<file path="config.mk">
export PLATFORM = sky130hd
export DESIGN_NAME = ethernet_frame_fcs_builder
export DESIGN_NICKNAME = d
export VERILOG_FILES = /design/src/rtl/efb_pkg.sv /design/src/rtl/efb_csr.sv /design/src/rtl/efb_front.sv /design/src/rtl/efb_back.sv /design/src/rtl/ethernet_frame_fcs_builder.sv
export SDC_FILE = /design/constraint.sdc
export NUM_CORES = 1
export LEC_CHECK = 0
export BUFFER_PORTS_ARGS = -buffer_cell sky130_fd_sc_hd__buf_2
export CAP_MARGIN = 20
export CORE_MARGIN = 2
export CORE_UTILIZATION = 25
export DETAILED_ROUTE_END_ITERATION = 8
export PLACE_DENSITY = 0.51
export SLEW_MARGIN = 5
export SYNTH_ARGS = -nofsm -noshare
export SYNTH_HDL_FRONTEND = slang
export SYNTH_SLANG_ARGS = --single-unit
</file>
<file path="constraint.sdc">
create_clock -name clock -period 10.8 [get_ports clock]
set_clock_uncertainty 0.1 [all_clocks]
set_input_delay 2.16 -clock clock [delete_from_list [all_inputs] [get_ports clock]]
set_output_delay 2.16 -clock clock [all_outputs]
set_load 0.02 [all_outputs]
</file>
<file path="src/rtl/efb_pkg.sv">
`default_nettype none

package efb_pkg;

   // Frame layout.
   localparam int unsigned HDR_BYTES   = 14;
   localparam int unsigned FCS_BYTES   = 4;
   localparam int unsigned CNT_W       = 4;
   localparam int unsigned MAC_W       = 48;
   localparam int unsigned TYPE_W      = 16;
   localparam int unsigned CSR_DATA_W  = 48;
   localparam int unsigned CSR_INDEX_W = 2;

   // Request queue between front and back.
   localparam int unsigned QUEUE_DEPTH = 4;
   localparam int unsigned QUEUE_PTR_W = $clog2(QUEUE_DEPTH);
   localparam int unsigned QUEUE_CNT_W = $clog2(QUEUE_DEPTH + 1);

   // Reflected CRC-32.
   localparam logic [31:0] CRC_POLY = 32'hEDB8_8320;
   localparam logic [31:0] CRC_INIT = 32'hFFFF_FFFF;

   // Register indexes and reset values.
   localparam logic [CSR_INDEX_W-1:0] CSR_DEST_MAC   = 2'd0;
   localparam logic [CSR_INDEX_W-1:0] CSR_SRC_MAC    = 2'd1;
   localparam logic [CSR_INDEX_W-1:0] CSR_ETHER_TYPE = 2'd2;

   localparam logic [MAC_W-1:0]  DEST_MAC_RESET   = 48'hFFFF_FFFF_FFFF;
   localparam logic [MAC_W-1:0]  SRC_MAC_RESET    = 48'h0;
   localparam logic [TYPE_W-1:0] ETHER_TYPE_RESET = 16'h8FF0;

   // One queued payload byte, tagged by the front.
   typedef struct packed {
      logic [7:0] payload_byte;
      logic       is_last;
      logic       first;
   } efb_item_type;

   typedef struct packed {
      logic         valid;
      efb_item_type item;
   } efb_queue_type;

   typedef struct packed {
      logic [MAC_W-1:0]  dest_mac;
      logic [MAC_W-1:0]  src_mac;
      logic [TYPE_W-1:0] ether_type;
   } efb_cfg_type;

   // Fold one byte into the running CRC, least significant bit first.
   function automatic logic [31:0] crc_fold(input logic [31:0] crc, input logic [7:0] b);
      logic [31:0] c;
      c = crc ^ {24'h0, b};
      for (int k = 0; k < 8; k++) begin
         c = (c >> 1) ^ (CRC_POLY & {32{c[0]}});
      end
      return c;
   endfunction

endpackage

`default_nettype wire

</file>
<file path="src/rtl/efb_csr.sv">
`default_nettype none

module efb_csr (
   input  wire logic                              clock,
   input  wire logic                              reset,
   input  wire logic                              csr_valid,
   output logic                                   csr_ready,
   input  wire logic [efb_pkg::CSR_INDEX_W-1:0]   csr_index,
   input  wire logic [efb_pkg::CSR_DATA_W-1:0]    csr_data,
   output efb_pkg::efb_cfg_type                   cfg
);
   import efb_pkg::*;

   efb_cfg_type cfg_ff;
   efb_cfg_type cfg_in;

   assign csr_ready = 1'b1;
   assign cfg       = cfg_ff;

   always_comb begin
      cfg_in = cfg_ff;
      if (csr_valid) begin
         unique case (csr_index)
            CSR_DEST_MAC:   cfg_in.dest_mac   = csr_data[MAC_W-1:0];
            CSR_SRC_MAC:    cfg_in.src_mac    = csr_data[MAC_W-1:0];
            CSR_ETHER_TYPE: cfg_in.ether_type = csr_data[TYPE_W-1:0];
            default:        cfg_in = cfg_ff;
         endcase
      end
   end

   always_ff @(posedge clock) begin
      if (reset) begin
         cfg_ff.dest_mac   <= DEST_MAC_RESET;
         cfg_ff.src_mac    <= SRC_MAC_RESET;
         cfg_ff.ether_type <= ETHER_TYPE_RESET;
      end else begin
         cfg_ff <= cfg_in;
      end
   end

endmodule

`default_nettype wire

</file>
<file path="src/rtl/efb_front.sv">
`default_nettype none

module efb_front (
   input  wire logic              clock,
   input  wire logic              reset,
   input  wire logic              req_tvalid,
   output logic                   req_tready,
   input  wire logic [7:0]        req_tdata,
   input  wire logic              req_tlast,
   output efb_pkg::efb_queue_type head,
   input  wire logic              pop
);
   import efb_pkg::*;

   efb_item_type             mem_ff [QUEUE_DEPTH];
   logic [QUEUE_PTR_W-1:0]   wr_ptr_ff, wr_ptr_in;
   logic [QUEUE_PTR_W-1:0]   rd_ptr_ff, rd_ptr_in;
   logic [QUEUE_CNT_W-1:0]   count_ff, count_in;
   logic                     first_ff, first_in;
   logic                     push;
   logic                     do_pop;
   efb_item_type             new_item;

   assign req_tready = (count_ff != QUEUE_CNT_W'(QUEUE_DEPTH));
   assign push       = req_tvalid & req_tready;
   assign do_pop     = pop & (count_ff != '0);

   // A byte opens a frame when the byte before it closed one.
   assign new_item.payload_byte = req_tdata;
   assign new_item.is_last      = req_tlast;
   assign new_item.first        = first_ff;

   assign head.valid = (count_ff != '0);
   assign head.item  = mem_ff[rd_ptr_ff];

   always_comb begin
      wr_ptr_in = wr_ptr_ff;
      rd_ptr_in = rd_ptr_ff;
      count_in  = count_ff;
      first_in  = first_ff;
      if (push) begin
         wr_ptr_in = wr_ptr_ff + 1'b1;
         first_in  = req_tlast;
      end
      if (do_pop) begin
         rd_ptr_in = rd_ptr_ff + 1'b1;
      end
      if (push & ~do_pop) begin
         count_in = count_ff + 1'b1;
      end else if (do_pop & ~push) begin
         count_in = count_ff - 1'b1;
      end
   end

   always_ff @(posedge clock) begin
      if (reset) begin
         wr_ptr_ff <= '0;
         rd_ptr_ff <= '0;
         count_ff  <= '0;
         first_ff  <= 1'b1;
      end else begin
         wr_ptr_ff <= wr_ptr_in;
         rd_ptr_ff <= rd_ptr_in;
         count_ff  <= count_in;
         first_ff  <= first_in;
      end
   end

   always_ff @(posedge clock) begin
      if (push) begin
         mem_ff[wr_ptr_ff] <= new_item;
      end
   end

endmodule

`default_nettype wire

</file>
<file path="src/rtl/efb_back.sv">
`default_nettype none

module efb_back (
   input  wire logic                  clock,
   input  wire logic                  reset,
   input  wire efb_pkg::efb_cfg_type  cfg,
   input  wire efb_pkg::efb_queue_type head,
   output logic                       pop,
   output logic                       rsp_tvalid,
   input  wire logic                  rsp_tready,
   output logic [7:0]                 rsp_tdata,
   output logic                       rsp_tlast
);
   import efb_pkg::*;

   localparam logic [1:0] ST_PAY  = 2'd0;  // next queued byte, header first if it opens a frame
   localparam logic [1:0] ST_HDR  = 2'd1;  // rest of the header
   localparam logic [1:0] ST_BODY = 2'd2;  // payload byte that follows a header
   localparam logic [1:0] ST_FCS  = 2'd3;  // four check bytes

   localparam logic [CNT_W-1:0] HDR_LAST = CNT_W'(HDR_BYTES - 1);
   localparam logic [CNT_W-1:0] FCS_LAST = CNT_W'(FCS_BYTES - 1);

   logic [1:0]       st_ff, st_in;
   logic [CNT_W-1:0] cnt_ff, cnt_in;
   logic [31:0]      crc_ff, crc_in;
   logic             valid_ff, valid_in;
   logic [7:0]       data_ff, data_in;
   logic             last_ff, last_in;

   logic             free;
   logic [CNT_W-1:0] hdr_idx;
   logic [8*HDR_BYTES-1:0] hdr_vec;
   logic [7:0]       hdr_byte;
   logic [31:0]      fcs;
   logic [7:0]       fcs_byte;
   logic             take_pay;

   assign free     = ~valid_ff | rsp_tready;
   assign hdr_vec  = {cfg.dest_mac, cfg.src_mac, cfg.ether_type};
   assign hdr_idx  = (st_ff == ST_HDR) ? cnt_ff : '0;
   assign hdr_byte = hdr_vec[8*(HDR_LAST - hdr_idx) +: 8];
   assign fcs      = ~crc_ff;
   assign fcs_byte = fcs[8*cnt_ff[1:0] +: 8];

   // Payload byte is popped from the queue and loaded into the output register in this cycle.
   assign take_pay = free & head.valid &
                     (((st_ff == ST_PAY) & ~head.item.first) | (st_ff == ST_BODY));

   always_comb begin
      st_in    = st_ff;
      cnt_in   = cnt_ff;
      crc_in   = crc_ff;
      valid_in = valid_ff & ~rsp_tready;
      data_in  = data_ff;
      last_in  = last_ff;
      pop      = take_pay;

      if (take_pay) begin
         valid_in = 1'b1;
         data_in  = head.item.payload_byte;
         last_in  = 1'b0;
         crc_in   = crc_fold(crc_ff, head.item.payload_byte);
         cnt_in   = '0;
         st_in    = head.item.is_last ? ST_FCS : ST_PAY;
      end else if (free) begin
         unique case (st_ff)
            ST_PAY: begin
               if (head.valid) begin
                  valid_in = 1'b1;
                  data_in  = hdr_byte;
                  last_in  = 1'b0;
                  crc_in   = crc_fold(CRC_INIT, hdr_byte);
                  cnt_in   = CNT_W'(1);
                  st_in    = ST_HDR;
               end
            end
            ST_HDR: begin
               valid_in = 1'b1;
               data_in  = hdr_byte;
               last_in  = 1'b0;
               crc_in   = crc_fold(crc_ff, hdr_byte);
               if (cnt_ff == HDR_LAST) begin
                  st_in = ST_BODY;
               end else begin
                  cnt_in = cnt_ff + 1'b1;
               end
            end
            ST_FCS: begin
               valid_in = 1'b1;
               data_in  = fcs_byte;
               last_in  = (cnt_ff == FCS_LAST);
               if (cnt_ff == FCS_LAST) begin
                  st_in  = ST_PAY;
                  cnt_in = '0;
                  crc_in = CRC_INIT;
               end else begin
                  cnt_in = cnt_ff + 1'b1;
               end
            end
            default: begin
               st_in = st_ff;
            end
         endcase
      end
   end

   always_ff @(posedge clock) begin
      if (reset) begin
         st_ff    <= ST_PAY;
         cnt_ff   <= '0;
         crc_ff   <= CRC_INIT;
         valid_ff <= 1'b0;
      end else begin
         st_ff    <= st_in;
         cnt_ff   <= cnt_in;
         crc_ff   <= crc_in;
         valid_ff <= valid_in;
      end
   end

   always_ff @(posedge clock) begin
      data_ff <= data_in;
      last_ff <= last_in;
   end

   assign rsp_tvalid = valid_ff;
   assign rsp_tdata  = data_ff;
   assign rsp_tlast  = last_ff;

endmodule

`default_nettype wire

</file>
<file path="src/rtl/ethernet_frame_fcs_builder.sv">
`default_nettype none

// Ethernet frame builder. Payload bytes come in as requests on the req_ stream, one byte per
// request, with req_tlast set on the last byte of a frame. The first byte of each frame makes
// the block send the 14-byte header ahead of it: destination MAC and source MAC, each with
// bits 47:40 first, then the type field high byte first. Payload follows unchanged, and after
// the last payload byte the block appends the 4-byte IEEE 802.3 FCS (reflected CRC-32,
// polynomial 0xEDB88320, seeded with all ones, complemented, low byte first); rsp_tlast marks
// the final FCS byte. The output runs at one byte per clock whenever rsp_tready allows and,
// for payload, a queued byte is waiting. A sequencer feeds the single output byte register
// with header, payload or FCS bytes. A four-request queue sits in front of the sequencer, so
// requests keep flowing while the header or FCS goes out and while the output is stalled,
// until the queue fills. The header registers are written through the csr_ port (index 0
// destination MAC, 1 source MAC, 2 type; other indexes are ignored) and should only be
// written while no frame is in flight.

module ethernet_frame_fcs_builder (
   input  wire logic                             clock,
   input  wire logic                             reset,
   // Request stream.
   input  wire logic                             req_tvalid,
   output logic                                  req_tready,
   input  wire logic [7:0]                       req_tdata,   // [7:0] payload_byte
   input  wire logic                             req_tlast,   // is_last
   // Frame stream.
   output logic                                  rsp_tvalid,
   input  wire logic                             rsp_tready,
   output logic [7:0]                            rsp_tdata,   // [7:0] frame_byte
   output logic                                  rsp_tlast,   // frame_end
   // Register writes.
   input  wire logic                             csr_valid,
   output logic                                  csr_ready,
   input  wire logic [efb_pkg::CSR_INDEX_W-1:0]  csr_index,
   input  wire logic [efb_pkg::CSR_DATA_W-1:0]   csr_data
);
   import efb_pkg::*;

   efb_cfg_type   cfg;
   efb_queue_type head;
   logic          pop;

   // Header registers.
   efb_csr u_csr (
      .clock     (clock),
      .reset     (reset),
      .csr_valid (csr_valid),
      .csr_ready (csr_ready),
      .csr_index (csr_index),
      .csr_data  (csr_data),
      .cfg       (cfg)
   );

   // The front queues each request and tags whether it opens a frame.
   efb_front u_front (
      .clock      (clock),
      .reset      (reset),
      .req_tvalid (req_tvalid),
      .req_tready (req_tready),
      .req_tdata  (req_tdata),
      .req_tlast  (req_tlast),
      .head       (head),
      .pop        (pop)
   );

   // The back sends header, payload and FCS bytes and keeps the running CRC.
   efb_back u_back (
      .clock      (clock),
      .reset      (reset),
      .cfg        (cfg),
      .head       (head),
      .pop        (pop),
      .rsp_tvalid (rsp_tvalid),
      .rsp_tready (rsp_tready),
      .rsp_tdata  (rsp_tdata),
      .rsp_tlast  (rsp_tlast)
   );

endmodule

`default_nettype wire

</file>
After elaboration in Yosys (flattened, before gate mapping). Memories as Yosys holds them, arrays and structs flattened. A register that Yosys moved wholly into a read port is not among the register bits. Index checks and enable logic that the tools add are counted. Widths: inputs -> output; s select.

Memories kept: 1. RAM bits: 40. Input bits: 64. Output and inout bits: 12. Register bits: 168.

Memories: u_front.mem_ff (depth 4, bits a word 10, rd ports 1, clocked after memory_dff 1, wr ports 1, RTL line efb_front.sv:15) `efb_item_type mem_ff [QUEUE_DEPTH];`.

$add $sub $neg: 6. Shifts and indexed selects: 2. Eq/ne operators: 13. Muxes and demuxes: 33. Reductions and logical operators: 17. Bitwise gates (word level): 43.

Operators with widths (count): $xor 31x32->32 (24); $mux 32 (4); $shiftx 112x33->8 (1); $pmux 32 s3 (1); $xor 32x8->32 (2); $not 32->32 (1); $not 8->32 (1); $shiftx 32x6->8 (1); $mux 8 (3); $pmux 8 s3 (1); $mux 2 (8); $mux 4 (4); $pmux 4 s3 (1); $and 1x1->1 (8); $reduce_and 4->1 (2); $eq 2x2->1 const B (3); $mux 1 (6); $mux 3 (2); $ne 3x2->1 const B (2); $ne 3x3->1 const B (2); $pmux 2 s3 (1); $reduce_and 2->1 (3); $reduce_and 3->1 (2); $reduce_bool 3->1 (2); 19 further kinds (29).

Logic depth before layout (Yosys ltp). Gate-level depths: netlist (run 1).

Depth after elaboration: 17. Depth in mapped cells: 22. Mapped depth without buffers: 15.

Cells and area by module. From an unflattened synthesis (run 1), not the netlist that was laid out.

Cells, all modules: 1261. Area, all modules: 12456.9 um2.

By module, submodules not included: efb_back (cells each 684, area each 5855.6 um2, times used 1); efb_csr (cells each 473, area each 4639.4 um2, times used 1); efb_front (cells each 104, area each 1961.9 um2, times used 1).

Least setup slack after synthesis (run 1). Ideal clock, no wire load.

Path kind: flip-flop to flip-flop. Start: register u_back.st_ff[1]. End: register u_back.crc_ff[20]. Arrival: 4618 ps. Setup slack: 5962 ps. Required time: 10581 ps. Period minus slack after synthesis: 4838 ps. Cell stages (with the launch flop): 23. Path through: dfxtp_1 inv_1 ha_1 buf_4 clkbuf_1 clkbuf_1 clkbuf_1 and2_1 ha_1 buf_6 buf_12 buf_6 buf_6 mux2i_1 o22ai_1 o32ai_1 nor2_2 xor3_1 xor2_1 xor2_1 a21oi_1 a21boi_0 o21ai_1.

Longest elaborated chain between the ends: 17.

RTL lines: start: declaration (RTL line efb_back.sv:24) `logic [1:0] st_ff, st_in;`; start signal: assignment (RTL line efb_back.sv:115) `st_ff <= st_in;`; $eq 2x1->1 (RTL line efb_back.sv:41, efb_back.sv:67); $mux 4 (RTL line efb_back.sv:41) `assign hdr_idx = (st_ff == ST_HDR) ? cnt_ff : '0;`; $sub 4x4->5 (RTL line efb_back.sv:42) `assign hdr_byte = hdr_vec[8*(HDR_LAST - hdr_idx) +: 8];`; $shiftx 112x33->8 (RTL line efb_back.sv:42); $not 8->32 (no line); $xor 31x32->32 (8 in series) (RTL line efb_pkg.sv:55) `c = (c >> 1) ^ (CRC_POLY & {32{c[0]}});`; $mux 32 (RTL line efb_back.sv:69) `if (head.valid) begin`; $pmux 32 s3 (RTL line efb_back.sv:67) `unique case (st_ff)`; $mux 32 (RTL line efb_back.sv:66) `end else if (free) begin`; $mux 32 (RTL line efb_back.sv:59) `if (take_pay) begin`; end signal: assignment (RTL line efb_back.sv:117) `crc_ff <= crc_in;`; end: declaration (RTL line efb_back.sv:26) `logic [31:0] crc_ff, crc_in;`.

Several ways; a longest one is shown, not always the timed one. The select of a mux whose other input is x is not followed. A chain may end at the register's enable or synchronous reset.

Final worst setup path (run 1).
Start: register u_back.cnt_ff[1]. End: register u_back.crc_ff[27].

Longest elaborated chain between the ends: 16.

RTL lines: start: declaration (RTL line efb_back.sv:25) `logic [CNT_W-1:0] cnt_ff, cnt_in;`; start signal: assignment (RTL line efb_back.sv:116) `cnt_ff <= cnt_in;`; $mux 4 (RTL line efb_back.sv:41); $sub 4x4->5 (RTL line efb_back.sv:42); $shiftx 112x33->8 (RTL line efb_back.sv:42); $not 8->32 (no line); $xor 31x32->32 (8 in series) (RTL line efb_pkg.sv:55); $mux 32 (RTL line efb_back.sv:69); $pmux 32 s3 (RTL line efb_back.sv:67); $mux 32 (RTL line efb_back.sv:66); $mux 32 (RTL line efb_back.sv:59).

Several ways; a longest one is shown, not always the timed one. The select of a mux whose other input is x is not followed.

==> results.md, run 1 <==
* Crit. End Element: register
* Flops & latches, synth at 210
* Syn. warnings at 0
* Residual DRC at 0
* Cell Pwr Density at about 300 nW/µm²
* Final hold violations at 0
* CTS buffer count at 23
* Filler cell count in the final layout at between 4000 and 5000
* Leak at about 4.7 nW
* Final nets at 1304
* Io pins at 76
* Power Total at about 0.0041 W
* Compound-gate portion of the synthesized area at 15.70%
* Post-CTS Setup Inserts at 0
* Area leader, netlist: dfxtp_1
* HPWL after detailed placement at ~25000 µm
* Vias in the first global route at between 8000 and 9000
* CP Class: reg2reg
* Max IR drop VDD at roughly 160 µV
* Worst-path clk slew at around 0.060 ns
* CTS sink cnt at 210
* Count leader, synth: nand2_1
* Pin count of the biggest net entering global routing at 97
* Setup_tns at 0 ns
* Clock Path Buffers at 3
* Async SR Flop Fraction at 0%
* Met1 global-route usage at 19.96%
* Share of the synthesized area in the top cell type at 27.46%
* Slew HR at between 30% and 40%
* CTS resizes at 0
* Worst setup SP type: register
* Vias at around 8900
* Synthesized-area fraction occupied by xor and xnor cells at between 10% and 20%
* Die Y at about 220 µm
* Commonest cells in the netlist: nand2_1 (168), dfxtp_1 (162), xnor2_1 (111)
* RePlAce Congestion at between 0.9 and 1
* Gr usage total at between 10% and 20%
* Cell variety after synth at 78
* Status: completed
* GRT met3 Usage at under 10%
* Insertion delay to the later sink of the worst-skew pair at approximately 0.54 ns
* Die span in x at roughly 220 µm
* Vias per cell at 4.834
* Avg Cell Area, Syn at roughly 10 µm²
* Initial antenna violation count at 1
* Post-route ant nets at 0
* Flop-to-flop setup slack at roughly 5.6 ns
* Most Crowded Layer GR: met2
* Max-cap violations at 0
* R2R Path End: u_back.crc_ff[27]
* Grt met2 use at around 22%
* R2R depth at 14
* Reg-to-reg startpoint: u_back.cnt_ff[1]
* # rows at 79
* Worst Path Max Fanout at 38
* Die area at approximately 49000 µm²
* Largest family of logic cells by synthesized area: XOR/XNOR gates
* Port Buffers at 74
* Worst-margin pin slew at around 1.0 ns
* Placeable core region at about 47000 µm²
* Synthesized area at ~12000 µm²
* Grt total ovfl at 0
* CTS tree: yes
* Number of synthesized flops with an enable pin at between 40 and 50
* Crit path from: u_back.cnt_ff[1]
* Syn-to-layout area delta at 13.91%
* First-pass GRT wire length at around 55000 µm
* Cells after Synth at 1203
* Seq/Total Area, Yosys at about 40%
* Post-Synth Adder-Cell Area at about 1.5%
* Router iterations before antenna repair at 7
* CP endpoint: u_back.crc_ff[27]
* Slew Limit Fails at 0
* Final period demand of the worst path at 5.183 ns
* Ranking of synthesized cells by area: dfxtp_1 (27%), edfxtp_1 (12%), xnor2_1 (8.2%), mux4_2 (5.5%), nand2_1 (5.3%)
* DRT Wirelength at between 30000 and 40000 µm
* Critical Path AT at about 5.5 ns
* Hold crit path type: reg2reg
* Fmax at between 150 and 200 MHz
* Simple-gate area share of the yosys netlist at between 10% and 20%
* Period utilisation layout at 47.99%
* Layout cells sized above 1 at ~16%
* RSZ-0062 raised after global routing: no
* Top FF cell, synth: dfxtp_1
* Setup violators final at 0
* DR WL/cell at approximately 19 µm
* Synthesized net count at roughly 1300
* Mux cell area share after synthesis at 9.122%
* 1st-iter DRT viols at approximately 740
* Initial Util at between 20% and 30%
* # H-tree levels at 1
* CTS Hold Bufs at 0
* Crit path required time at about 11 ns
* Root Driver: clkbuf_16
## sequential cells by signal (all words and copies together) (netlist names), named ones only
name and flops:
u_back.cnt_ff 4, u_back.crc_ff 32, u_back.rsp_tdata 8, u_back.rsp_tlast 1, u_back.rsp_tvalid 1, u_back.st_ff 2
u_csr.cfg 112, u_front.count_ff 3, u_front.first_ff 1, u_front.mem_ff 40, u_front.rd_ptr_ff 2, u_front.wr_ptr_ff 2
## power by group
| part | switching (W) | internal, W | leakage [nW] | total, W |
|---|---|---|---|---|
| logic | 0.00126 | 0.000906 | 2.53 | 0.00217 |
| clock network | 0.000333 | 0.000525 | 0.388 | 0.000859 |
| registers | 0.000136 | 0.000930 | 1.77 | 0.00107 |
## cell type report
class	count	area (µm²)	area share [%]
tap	607	759.5	5.645
multi-input combinational	895	6699	49.80
antenna	1	2.502	0.01860
sequential	210	4686	34.83
clock buffer	29	618.1	4.594
timing repair buffer	84	447.9	3.330
inverter	12	45.04	0.3348
clock inverter	12	195.2	1.451
## layer usage
layer  vias to the layer above  routed length (µm)
met4                         0                1139
met2                       263               16320
met1                      4346               16600
li1                       4271                   -
met5                         -                   0
met3                        63                1740
## worst max-delay path, stage by stage (launching register included)
cell       delay (ns)
dfxtp_1          0.92
nand2_1          0.42
inv_2            0.22
ha_2             0.19
buf_4            0.49
nand3_2          0.30
nor2_1           0.19
nor3_1           0.10
a211oi_2         0.57
xnor2_2          0.24
xnor2_4          0.45
xnor3_1          0.42
a21oi_2          0.17
xnor2_1          0.13
a2bb2oi_1        0.19
## cell families after synthesis
kind of cell | count (synthesis)
AND/OR/NAND/NOR | 346
AO/OA/AOI/OAI | 270
flip-flops | 210
XOR/XNOR | 195
buffers and inverters | 98
multiplexers | 69
adder cells (fa/ha/maj) | 14
other | 1
## placed cells by master (no fill, tap or decap), drive strengths merged, types with 4 or more instances in the layout
cell type  Yosys  final
a211o         59     59
a211oi        11     11
a21oi        103    103
a221oi        10     10
a22oi          4      4
and2           4      4
and3           6      6
buf           19     84
bufinv         0      5
clkbuf        67     29
clkinv         1      4
dfxtp        162    162
edfxtp        48     48
ha            13     13
inv           11     12
mux2           6      6
mux2i         33     33
mux4          30     30
nand2        170    170
nand3          5      5
nand3b        13     13
nor2          66     66
nor2b         51     51
nor3          16     16
o21ai         40     40
o221ai         6      6
o22ai         11     11
xnor2        127    127
xor2          65     65
## per-stage QoR
stage	area (µm²)	hold slack (ns)	cells	worst slack (ns)	util, %
4_1_cts	13450	0.3564	1849	5.680	28.89
5_1_grt	13450	0.3737	1849	5.372	28.89
6_report	13450	0.3518	1850	5.617	28.90
3_3_place_gp	12640	0.3410	1808	5.743	27.14
3_5_place_dp	12640	0.3475	1808	5.707	27.14
2_1_floorplan	11810	0.3315	1203	5.962	-
## how the worst min path moves through the flow
stage | startpoint | to | slack (ns) | cells past startpoint
after floorplan | u_csr.cfg[31] | u_csr.cfg[31] | 0.33 | 2
after detailed placement | u_csr.cfg[27] | u_csr.cfg[27] | 0.35 | 2
after CTS | u_csr.cfg[27] | u_csr.cfg[27] | 0.36 | 2
final | u_csr.cfg[27] | u_csr.cfg[27] | 0.35 | 2
after global placement | u_csr.cfg[27] | u_csr.cfg[27] | 0.34 | 2
after global routing | u_csr.cfg[22] | u_csr.cfg[22] | 0.37 | 2
Note: power is estimated with default switching activity, not from simulation.
==> inputs of run 2 (changes only) <==
--- a/config.mk
+++ b/config.mk
@@ -10,7 +10,7 @@
 export CORE_MARGIN = 2
 export CORE_UTILIZATION = 25
 export DETAILED_ROUTE_END_ITERATION = 8
-export PLACE_DENSITY = 0.51
+export PLACE_DENSITY = 0.52
 export SLEW_MARGIN = 5
 export SYNTH_ARGS = -nofsm -noshare
 export SYNTH_HDL_FRONTEND = slang
==> constraint.sdc (replaced) <==
create_clock -name clock -period 4.48 [get_ports clock]
set_clock_uncertainty 0.1 [all_clocks]
set_input_delay 0.896 -clock clock [delete_from_list [all_inputs] [get_ports clock]]
set_output_delay 0.896 -clock clock [all_outputs]
set_load 0.02 [all_outputs]
==> run 2 against run 1 <==
Against the previous run:
- final cell count is 1.7% higher
- critical path depth increased by 1
- clock power up 120%
- non-clock buffer count grew 30
- core utilization up 0.45 points
- cell area grew 1.6%
- via count increased by 1.5%
- global-route usage down 0.15 points
- critical endpoint unchanged
- largest cell class unchanged
==> results.md, run 2 (synthesized netlist as in run 1, its figures left out) <==
* CTS Hold Bufs at 0
* CP Class: reg2reg
* Gr usage total at between 10% and 20%
* Crit-path slowest cell: mux4_1
* Critical Path AT at between 4 and 5 ns
* Filler cell count in the final layout at 4836
* Most frequent cells in the layout: nand2_1 (168), dfxtp_1 (161), xnor2_1 (111)
* Placeable core region at about 47000 µm²
* Slew Limit Fails at 0
* Router iterations before antenna repair at 5
* Hold crit path type: reg2reg
* RePlAce Congestion at 0.8831
* Post-CTS Setup Inserts at 0
* Initial antenna violation count at 3
* Slew HR at between 30% and 40%
* Multi-input combinational cell area at between 6000 and 7000 µm²
* Setup violators final at 0
* Max IR drop VDD at 310.4 µV
* 1st-iter DRT viols at ~700
* Cell family with most CP delay: XOR/XNOR gates
* Setup_tns at 0 ns
* Max reg flops at around 110
* Final period demand of the worst path at 4.162 ns
* Number of buffer and inverter stages on the critical path at 3
* HPWL after detailed placement at approximately 25000 µm
* Delay of the slowest critical-path stage at roughly 0.56 ns
* Crit. End Element: register
* Residual DRC at 0
* Clock Path Buffers at 3
* Die Y at between 200 and 250 µm
* CTS resizes at 0
* Port Buffers at 74
* Worst-path clk slew at approximately 0.060 ns
* Io pins at 76
* Worst Path Max Fanout at 27
* Final hold violations at 0
* DRT Wirelength at ~35000 µm
* Insertion delay to the later sink of the worst-skew pair at approximately 0.54 ns
* Placed cell areas at about 13000 µm²
* Register area at 4686 µm²
* CTS tree: yes
* Final Instance Area at around 14000 µm²
* Initial Util at 25.37%
* Worst setup SP type: register
* CTS buffer count at 23
* CP dominant cell by count: ha_2
* Die span in x at between 200 and 250 µm
* Vias at 9080
* Worst-margin pin slew at ~1.0 ns
* Fmax at between 200 and 250 MHz
* CTS sink cnt at 210
* Period utilisation layout at 92.91%
* Layout cells sized above 1 at roughly 18%
* Final design utilization at approximately 29%
* DR WL/cell at 18.74 µm
* Cell Pwr Density at around 720 nW/µm²
* Crit path required time at about 4.8 ns
* # H-tree levels at 1
* Vias per cell at between 4 and 5
* Post-route ant nets at 0
* Grt total ovfl at 0
* Critical path cell sequence: inv_1 -> ha_2 -> nand2_1 -> inv_2 -> ha_2 -> buf_12 -> mux4_1 -> o21ai_1 -> a211oi_2 -> xnor2_2 -> xnor2_4 -> xnor3_1 -> a21oi_2 -> xnor2_1 -> a2bb2oi_1
* Syn-to-layout area delta at 15.70%
* Leak at a little under 5 nW
* Status: completed
* Vias in the first global route at 8955
* RSZ-0062 raised after global routing: no
* Root Driver: clkbuf_16
* Final nets at between 1000 and 1500
* # rows at between 70 and 80
* First-pass GRT wire length at between 50000 and 60000 µm
* Max-cap violations at 0
* Pin count of the biggest net entering global routing at about 110
* Die area at about 49000 µm²
* Most common cell after layout, fill and taps aside: nand2_1
[run 2: cell count changes in the layout (fill, tap and decap cells not counted), sizes merged]
cell      change
clkbuf        +5
clkinv        +3
buf          +30
bufinv        -4
clkinvlp      -3
[run 2: tightest hold or removal path, delay by kind of cell (launching register included)]
family / cells / cell delay, ns
AO/OA/AOI/OAI: 1 / 0.05
flip-flops: 1 / 0.31
AND/OR/NAND/NOR: 1 / 0.05
[run 2: worst paths after layout]
path | from | to | slack (ns) | cells after the start
setup reg to reg | u_back.st_ff[1] | u_back.crc_ff[27] | 0.32 | 15
setup / recovery | u_back.st_ff[1] | u_back.crc_ff[27] | 0.32 | 15
hold / removal | u_csr.cfg[16] | u_csr.cfg[16] | 0.35 | 2
hold reg to reg | u_csr.cfg[16] | u_csr.cfg[16] | 0.35 | 2
[run 2: stage by stage]
stage / hold slack, ns / setup slack, ns / std cells / total power (W)
floorplan: 0.3315 / 0.003690 / 1203 / 0.006496
global placement: 0.3381 / 0.4080 / 1837 / 0.007917
detailed placement: 0.3455 / 0.3273 / 1838 / 0.007931
CTS: 0.3541 / 0.2980 / 1880 / 0.009876
global route: 0.3748 / 0.04118 / 1880 / 0.01045
finish: 0.3544 / 0.3176 / 1881 / 0.009845
[run 2: area by class of cell]
class / count / share of cell area [%]
inverters: 12 / 0.3296
flip-flops and latches: 210 / 34.29
multi-input cells: 895 / 49.14
well taps: 607 / 5.558
repair buffers: 114 / 5.109
diodes: 1 / 0.01831
clock buffers: 34 / 5.027
clock inverters: 8 / 0.5219
[run 2: power by group]
group          switching [W]  internal, W  leakage [nW]
Clock               0.000791      0.00112         0.378
Sequential          0.000319      0.00224          1.77
Combinational        0.00304      0.00233          2.68
[run 2: metal layers]
metal  GRT usage (%)  routed length [µm]
met1           19.02               15950
met2           22.91               16520
met3           2.231                1789
met4           5.109                 980
met5               0                  21
